<file path="src/sv/bhv_pkg.sv">
package bhv_pkg;

  typedef struct packed {
    logic [7:0] data_byte;
    logic       start_of_file;
  } bhv_in_t;

  typedef struct packed {
    logic [3:0]         status;
    logic signed [31:0] image_width;
    logic signed [31:0] image_height;
    logic [15:0]        pixel_depth;
    logic [31:0]        palette_entries;
    logic [31:0]        pixel_offset;
  } bhv_out_t;

  typedef enum logic [3:0] {
    ST_OK          = 4'd0,
    ST_SIGNATURE   = 4'd1,
    ST_SIZE        = 4'd2,
    ST_RESERVED    = 4'd3,
    ST_VERSION     = 4'd4,
    ST_WIDTH       = 4'd5,
    ST_HEIGHT      = 4'd6,
    ST_PLANES      = 4'd7,
    ST_DEPTH       = 4'd8,
    ST_COMPRESSION = 4'd9,
    ST_PIXEL_SIZE  = 4'd10,
    ST_NO_COLOURS  = 4'd11,
    ST_MANY_COLOURS = 4'd12,
    ST_TRUE_COLOUR = 4'd13,
    ST_MANY_IMPORTANT = 4'd14
  } bhv_status_t;

  // Byte positions at which a field is complete.
  localparam logic [5:0] POS_SIGNATURE   = 6'd1;
  localparam logic [5:0] POS_DECL_SIZE   = 6'd5;
  localparam logic [5:0] POS_RESERVED    = 6'd9;
  localparam logic [5:0] POS_OFFSET      = 6'd13;
  localparam logic [5:0] POS_HDR_SIZE    = 6'd17;
  localparam logic [5:0] POS_WIDTH       = 6'd21;
  localparam logic [5:0] POS_HEIGHT      = 6'd25;
  localparam logic [5:0] POS_PLANES      = 6'd27;
  localparam logic [5:0] POS_DEPTH       = 6'd29;
  localparam logic [5:0] POS_COMPRESSION = 6'd33;
  localparam logic [5:0] POS_IMAGE_SIZE  = 6'd37;
  localparam logic [5:0] POS_COLOURS     = 6'd49;
  localparam logic [5:0] POS_IMPORTANT   = 6'd53;

  localparam logic [15:0] BMP_SIGNATURE = 16'h4D42;
  localparam logic [31:0] INFO_HDR_SIZE = 32'd40;
  localparam logic [31:0] MAX_PALETTE   = 32'd256;
  localparam logic [15:0] DEPTH_TRUE    = 16'd24;
  localparam logic [15:0] DEPTH_INDEXED = 16'd8;

endpackage

</file>
<file path="src/sv/bmp_header_validator.sv">
// Checks the 54-byte BMP file header and info header, one byte per item, at one item per
// clock when not stalled. An item passes an input register and then the field logic, so a
// result is held in the result register after the byte that decides it has passed both. The
// input stalls only while the input register holds a byte and the result register is full
// and stalled. The first failing field, or success at byte 53, gives one result item
// carrying the status and the fields read so far (zero where not yet read). A byte with
// start_of_file set begins a new file; bytes after a result, or before any start, are
// taken and ignored. Write file_length while the block is idle.
module bmp_header_validator (
  input  logic              clk,
  input  logic              rst_n,
  input  logic              cfg_wr_en,
  input  logic [31:0]       cfg_wr_data,
  input  logic              in_valid,
  output logic              in_stall,
  input  bhv_pkg::bhv_in_t  in_item,
  output logic              out_valid,
  input  logic              out_stall,
  output bhv_pkg::bhv_out_t out_item
);
  import bhv_pkg::*;

  logic [31:0] file_length_r;

  logic    s1_valid_r, s1_valid_nxt;
  bhv_in_t s1_r;

  logic        finished_r, finished_nxt;
  logic [5:0]  pos_r, pos_nxt, pos_eff;
  logic [31:0] shift_r, shift_nxt, shift_eff;
  logic [31:0] declared_r, declared_nxt, declared_eff;
  logic [31:0] offset_r, offset_nxt, offset_eff;
  logic [31:0] width_r, width_nxt, width_eff;
  logic [31:0] height_r, height_nxt, height_eff;
  logic [15:0] depth_r, depth_nxt, depth_eff;
  logic [31:0] colours_r, colours_nxt, colours_eff;
  logic        fin_eff;

  logic        out_valid_r, out_valid_nxt;
  bhv_out_t    out_r;

  logic        fire;
  logic        hit;
  bhv_status_t status;
  logic [15:0] w16;
  logic [31:0] pixel_bytes;

  assign fire     = s1_valid_r && !(out_valid_r && out_stall);
  assign in_stall = s1_valid_r && out_valid_r && out_stall;

  always_comb begin
    if (in_valid && !in_stall) begin
      s1_valid_nxt = 1'b1;
    end else if (fire) begin
      s1_valid_nxt = 1'b0;
    end else begin
      s1_valid_nxt = s1_valid_r;
    end
  end

  always_comb begin
    fin_eff      = s1_r.start_of_file ? 1'b0  : finished_r;
    pos_eff      = s1_r.start_of_file ? 6'd0  : pos_r;
    shift_eff    = s1_r.start_of_file ? 32'd0 : shift_r;
    declared_eff = s1_r.start_of_file ? 32'd0 : declared_r;
    offset_eff   = s1_r.start_of_file ? 32'd0 : offset_r;
    width_eff    = s1_r.start_of_file ? 32'd0 : width_r;
    height_eff   = s1_r.start_of_file ? 32'd0 : height_r;
    depth_eff    = s1_r.start_of_file ? 16'd0 : depth_r;
    colours_eff  = s1_r.start_of_file ? 32'd0 : colours_r;

    shift_nxt    = {s1_r.data_byte, shift_eff[31:8]};
    w16          = shift_nxt[31:16];
    pixel_bytes  = declared_eff - offset_eff;

    pos_nxt      = pos_eff;
    declared_nxt = declared_eff;
    offset_nxt   = offset_eff;
    width_nxt    = width_eff;
    height_nxt   = height_eff;
    depth_nxt    = depth_eff;
    colours_nxt  = colours_eff;
    hit          = 1'b0;
    status       = ST_OK;

    if (!fin_eff) begin
      case (pos_eff)
        POS_SIGNATURE: begin
          if (w16 != BMP_SIGNATURE) begin
            hit = 1'b1;
            status = ST_SIGNATURE;
          end
        end
        POS_DECL_SIZE: begin
          declared_nxt = shift_nxt;
          if (shift_nxt != file_length_r) begin
            hit = 1'b1;
            status = ST_SIZE;
          end
        end
        POS_RESERVED: begin
          if (shift_nxt != 32'd0) begin
            hit = 1'b1;
            status = ST_RESERVED;
          end
        end
        POS_OFFSET: begin
          offset_nxt = shift_nxt;
        end
        POS_HDR_SIZE: begin
          if (shift_nxt != INFO_HDR_SIZE) begin
            hit = 1'b1;
            status = ST_VERSION;
          end
        end
        POS_WIDTH: begin
          width_nxt = shift_nxt;
          if (shift_nxt == 32'd0 || shift_nxt[31]) begin
            hit = 1'b1;
            status = ST_WIDTH;
          end
        end
        POS_HEIGHT: begin
          height_nxt = shift_nxt;
          if (shift_nxt == 32'd0) begin
            hit = 1'b1;
            status = ST_HEIGHT;
          end
        end
        POS_PLANES: begin
          if (w16 != 16'd1) begin
            hit = 1'b1;
            status = ST_PLANES;
          end
        end
        POS_DEPTH: begin
          depth_nxt = w16;
          if (w16 != DEPTH_INDEXED && w16 != DEPTH_TRUE) begin
            hit = 1'b1;
            status = ST_DEPTH;
          end
        end
        POS_COMPRESSION: begin
          if (shift_nxt != 32'd0) begin
            hit = 1'b1;
            status = ST_COMPRESSION;
          end
        end
        POS_IMAGE_SIZE: begin
          if (shift_nxt != 32'd0 && shift_nxt != pixel_bytes) begin
            hit = 1'b1;
            status = ST_PIXEL_SIZE;
          end
        end
        POS_COLOURS: begin
          colours_nxt = shift_nxt;
          if (depth_eff == DEPTH_INDEXED && shift_nxt == 32'd0) begin
            hit = 1'b1;
            status = ST_NO_COLOURS;
          end else if (depth_eff == DEPTH_INDEXED && shift_nxt > MAX_PALETTE) begin
            hit = 1'b1;
            status = ST_MANY_COLOURS;
          end else if (depth_eff == DEPTH_TRUE && shift_nxt != 32'd0) begin
            hit = 1'b1;
            status = ST_TRUE_COLOUR;
          end
        end
        POS_IMPORTANT: begin
          hit = 1'b1;
          if (depth_eff == DEPTH_INDEXED && shift_nxt > MAX_PALETTE) begin
            status = ST_MANY_IMPORTANT;
          end else begin
            status = ST_OK;
          end
        end
        default: begin
        end
      endcase
      if (pos_eff < POS_IMPORTANT) begin
        pos_nxt = pos_eff + 6'd1;
      end
    end
    finished_nxt = fin_eff || hit;
  end

  always_comb begin
    if (fire && hit) begin
      out_valid_nxt = 1'b1;
    end else if (!out_stall) begin
      out_valid_nxt = 1'b0;
    end else begin
      out_valid_nxt = out_valid_r;
    end
  end

  always_ff @(posedge clk) begin
    if (!rst_n) begin
      file_length_r <= 32'd0;
      s1_valid_r    <= 1'b0;
      out_valid_r   <= 1'b0;
      finished_r    <= 1'b1;
      pos_r         <= 6'd0;
      shift_r       <= 32'd0;
      declared_r    <= 32'd0;
      offset_r      <= 32'd0;
      width_r       <= 32'd0;
      height_r      <= 32'd0;
      depth_r       <= 16'd0;
      colours_r     <= 32'd0;
    end else begin
      s1_valid_r  <= s1_valid_nxt;
      out_valid_r <= out_valid_nxt;
      if (cfg_wr_en) begin
        file_length_r <= cfg_wr_data;
      end
      if (fire) begin
        finished_r <= finished_nxt;
        pos_r      <= pos_nxt;
        declared_r <= declared_nxt;
        offset_r   <= offset_nxt;
        width_r    <= width_nxt;
        height_r   <= height_nxt;
        depth_r    <= depth_nxt;
        colours_r  <= colours_nxt;
        if (!fin_eff) begin
          shift_r <= shift_nxt;
        end else begin
          shift_r <= shift_eff;
        end
      end
    end
  end

  always_ff @(posedge clk) begin
    if (in_valid && !in_stall) begin
      s1_r <= in_item;
    end
    if (fire && hit) begin
      out_r.status          <= status;
      out_r.image_width     <= width_nxt;
      out_r.image_height    <= height_nxt;
      out_r.pixel_depth     <= depth_nxt;
      out_r.palette_entries <= colours_nxt;
      out_r.pixel_offset    <= offset_nxt;
    end
  end

  assign out_valid = out_valid_r;
  assign out_item  = out_r;

`ifndef ASSERT_OFF
  a_result_finishes: assert property (@(posedge clk) disable iff (!rst_n)
    fire && hit |=> finished_r && out_valid_r)
    else $error("result item given without ending the file");

  a_pos_bounded: assert property (@(posedge clk) disable iff (!rst_n)
    pos_r <= POS_IMPORTANT)
    else $error("byte position ran past the header");

  a_ok_depth: assert property (@(posedge clk) disable iff (!rst_n)
    out_valid_r && out_r.status == ST_OK |->
      out_r.pixel_depth == DEPTH_INDEXED || out_r.pixel_depth == DEPTH_TRUE)
    else $error("success reported with an unsupported depth");

  a_stall_needs_full: assert property (@(posedge clk) disable iff (!rst_n)
    in_stall |-> out_valid_r && s1_valid_r)
    else $error("input stalled with free output register");

  a_idle_no_result: assert property (@(posedge clk) disable iff (!rst_n)
    fire && finished_r && !s1_r.start_of_file |-> !hit)
    else $error("result item produced while idle");
`endif

endmodule
</file>
<file path="config.mk">
export PLATFORM = sky130hd
export DESIGN_NAME = bmp_header_validator
export DESIGN_NICKNAME = d
export VERILOG_FILES = /design/src/sv/bhv_pkg.sv /design/src/sv/bmp_header_validator.sv
export SDC_FILE = /design/constraint.sdc
export NUM_CORES = 1
export LEC_CHECK = 0
export ABC_AREA = 1
export BUFFER_PORTS_ARGS = -buffer_cell sky130_fd_sc_hd__buf_2
export CORE_MARGIN = 3
export CORE_UTILIZATION = 60
export CTS_CLUSTER_SIZE = 20
export DETAILED_ROUTE_END_ITERATION = 7
export PLACE_DENSITY_LB_ADDON = 0.05
export RECOVER_POWER = 25
export SLEW_MARGIN = 10
export SYNTH_ARGS = -nofsm -noshare
export SYNTH_HDL_FRONTEND = slang
export SYNTH_SLANG_ARGS = --single-unit
</file>
<file path="constraint.sdc">
create_clock -name clk -period 8.4 [get_ports clk]
set_input_delay 2.1 -clock clk [delete_from_list [all_inputs] [get_ports clk]]
set_output_delay 2.1 -clock clk [all_outputs]
set_load 0.005 [all_outputs]
</file>
==> reports/results.txt <==
Outcome -> complete, but fails checks
Failing checks -> capacitance limit, slew limit
Pwr dens -> 210 nW/um^2
Final-report setup violation count -> 0
Largest family of logic cells by synthesized area -> simple AND/OR/NAND/NOR gates
Clock Skews -> 22.6 ps
Total Wirelength -> 61000 um
Io pins -> 196
Cell Area, Synth -> 20400 sq um
Vias in the first global route -> 17600
Hold Crit Class -> register to register
CP max FO -> 88
TritonCTS clock tree -> yes
Hpwl dp -> 41500 um
Number of remaining DRC errors -> 0
Final Non-Filler Cells -> 3273
Final Cycle Share -> 76.7%
DR vias/cell -> 5.73
Die area -> 36200 sq um
Hold Path Cell Cnt -> 2
Clk sinks -> 398
Max Clk Rate -> 155 MHz
Most frequent cell after synthesis -> inv_1
Top FF cell, synth -> dfxtp_1
First-pass GRT wire length -> 94500 um
Initial antenna violation count -> 3
Hold_buf cts -> 0
DRT iter0 DRCs -> 2088
Min Tclk post-route -> 6440 ps
Post-synth top area share -> 23.7%
Met3 Usage GRT -> 5.12%
Reg-to-Reg Start -> s1_r[0]$_DFFE_PP_
Clock Root Buffer -> clkbuf_16
CP required -> 8900 ps
Mean routed wirelength per cell -> 18.6 um
Worst skew pair latency -> 560 ps
Slew Limit Headroom -> -99.0%
Post-Synth Simple-Gate Area -> 21.1%
Nets -> 2879
# Post-CTS Setup Buffers -> 0
Final GP Congestion -> 0.973
Reg-to-Reg End -> out_item[75]$_DFFE_PP_
Post-Synth Adder-Cell Area -> 2.19%
Via total after detailed routing -> 18800
Dominant cells by area after synthesis -> dfxtp_1 (24%), edfxtp_1 (23%), inv_1 (8.3%), nor2_1 (7.6%), o21ai_0 (7.5%)
Post-route ant nets -> 0
CP arrival -> 6940 ps
Worst r2r path cells -> 21
Worst vdd ir -> 0.000173 V
Max-cap viol count -> 1
Setup CP Type -> input pin to register
CORE AREA -> 32900 sq um
GRT Util Overall -> 33.1%
CTS buffer count -> 41
Initial Util -> 61.8%
Post-synth top cells -> inv_1 (451), nor2_1 (410), nand2_1 (337)
Layout Area Growth over Synthesis -> 11.8%
CP Launch Type -> input pin
Layout cells sized above 1 -> 8.83%
# fillers -> 2741
Reg2Reg Setup Slack -> 3120 ps
# diodes -> 0
Setup TNS -> 0 ps
Critical Path Sink Type -> register
Cell count after synthesis -> 2695
Hold Path Sink -> pos_r[0]$_SDFFE_PN0P_
Largest net degree at the start of global routing -> 124
# rows -> 66
Synth Area in XOR/XNOR -> 2.07%
Maximum root-to-sink buffer count -> 3
Worst-Margin Slew -> 2970 ps
Grt ovf -> 0
Die W -> 190 um
Compound-Gate Fraction of Synth Area -> 16.2%
Reg clk slew, reported paths -> 60 ps
Mux cell area share after synthesis -> 0%
EDFF count, synth -> 157
Met2 Use GR -> 54.3%
Hold Startpoint -> pos_r[0]$_SDFFE_PN0P_
Unrepaired setup endpoints after global routing -> false
Slew Viols, Final -> 77
Register area share after synthesis -> 46.9%
Synth cell types -> 49
Syn. warnings -> 0
Synth async-reset ratio -> 0%
H-tree lvl count -> 2
Leak -> 10.3 nW
Avg Inst Size Synth -> 7.55 sq um
Multi-input gate area -> 8480 sq um
Synthesized Nets -> 2776
Final Hold Fails -> 0
# resized after CTS -> 0
Port Buffer Count -> 195
Total power -> 4.78 mW
Busiest layer in global routing -> met2
Met1 usage -> 44.2%
Area leader, netlist -> dfxtp_1
FF+latch area -> 9540 sq um
FF+latch count, synth -> 398
Cell total after placement -> 3197
DR pass1 iterations -> 6
Die height -> 190 um
routing by layer:
metal	vias to the layer above	routed length [um]
li1	9009	-
met1	8739	25200
met2	844	28500
met3	157	4810
met4	4	2470
met5	-	27
final cells by class:
cell class              count  area share [%]
repair buffers            209            4.41
clock inverters            20            1.25
inverters                 461            7.66
well taps                 442            2.43
multi-input cells        1687            37.3
flip-flops and latches    398            41.9
clock buffers              56            5.08
cells in the final DEF, fill, tap and decap left out, types with 3 or more instances in the layout:
master	count
nor3_1	21
o21ai_1	42
inv_6	3
nor2_2	5
edfxtp_1	157
clkbuf_16	43
o32ai_1	24
o22ai_1	4
nor3_2	3
or2_2	9
a21o_1	4
buf_4	12
clkbuf_1	80
o21ai_0	307
nand2_2	12
clkbuf_8	3
inv_1	450
nand3_1	157
clkinv_2	7
ha_1	34
clkinv_1	5
buf_2	126
nor2_4	4
nor2_1	408
xor2_1	32
nand2_1	337
nand4_1	25
bufinv_16	6
nor3b_1	3
o221ai_1	16
dfxtp_1	241
o211ai_1	52
nor4_1	9
a21oi_1	131
xnor2_1	16
nand3b_1	12
inv_2	4
worst max path at each step:
stage | from | endpoint | slack (ps) | cells past startpoint
after floorplan | s1_r[0]$_DFFE_PP_ | out_item[0]$_DFFE_PP_ | 1840 | 24
after global placement | s1_r[0]$_DFFE_PP_ | out_item[56]$_DFFE_PP_ | 3290 | 20
after detailed placement | s1_r[0]$_DFFE_PP_ | out_item[68]$_DFFE_PP_ | 3210 | 21
after CTS | s1_r[0]$_DFFE_PP_ | out_item[68]$_DFFE_PP_ | 3190 | 20
after global routing | rst_n | offset_r[9]$_SDFFE_PN0P_ | 1660 | 6
final | rst_n | offset_r[9]$_SDFFE_PN0P_ | 1960 | 6
state kept, by name, summed over array words and instances (netlist names), 16 cells and up:
name	cells
height_r	32
depth_r	16
width_r	32
offset_r	32
colours_r	32
file_length_r	32
out_item	148
declared_r	32
shift_r	24
worst max-delay path: stages:
cell and delay [ps]:
buf_2 510, clkinvlp_2 2420, buf_4 1260, a21oi_1 310
o21ai_0 130, inv_1 90
power breakdown:
part	internal [mW]	switching [mW]	total, mW
Sequential	2.08	0.0548	2.14
Clock	1.16	0.768	1.93
Combinational	0.223	0.492	0.715
through the flow:
stage	area, sq um	util (%)	worst slack [ps]	hold WS, ps
after floorplan	20400	-	1840	441
after global placement	21400	65.0	3290	453
after detailed placement	21400	65.0	3210	462
after CTS	22800	69.3	3190	470
after global routing	22800	69.1	1660	491
final	22800	69.1	1960	471
logic make-up after synthesis:
logic type / after synthesis
and+or+nand+nor: 1011
AOI/OAI and AO/OA: 593
adders and majority gates: 35
xor gates and xnor gates: 48
DFF: 398
buffers and inverters: 610
No activity file was read; power rests on OpenSTA's default activity.
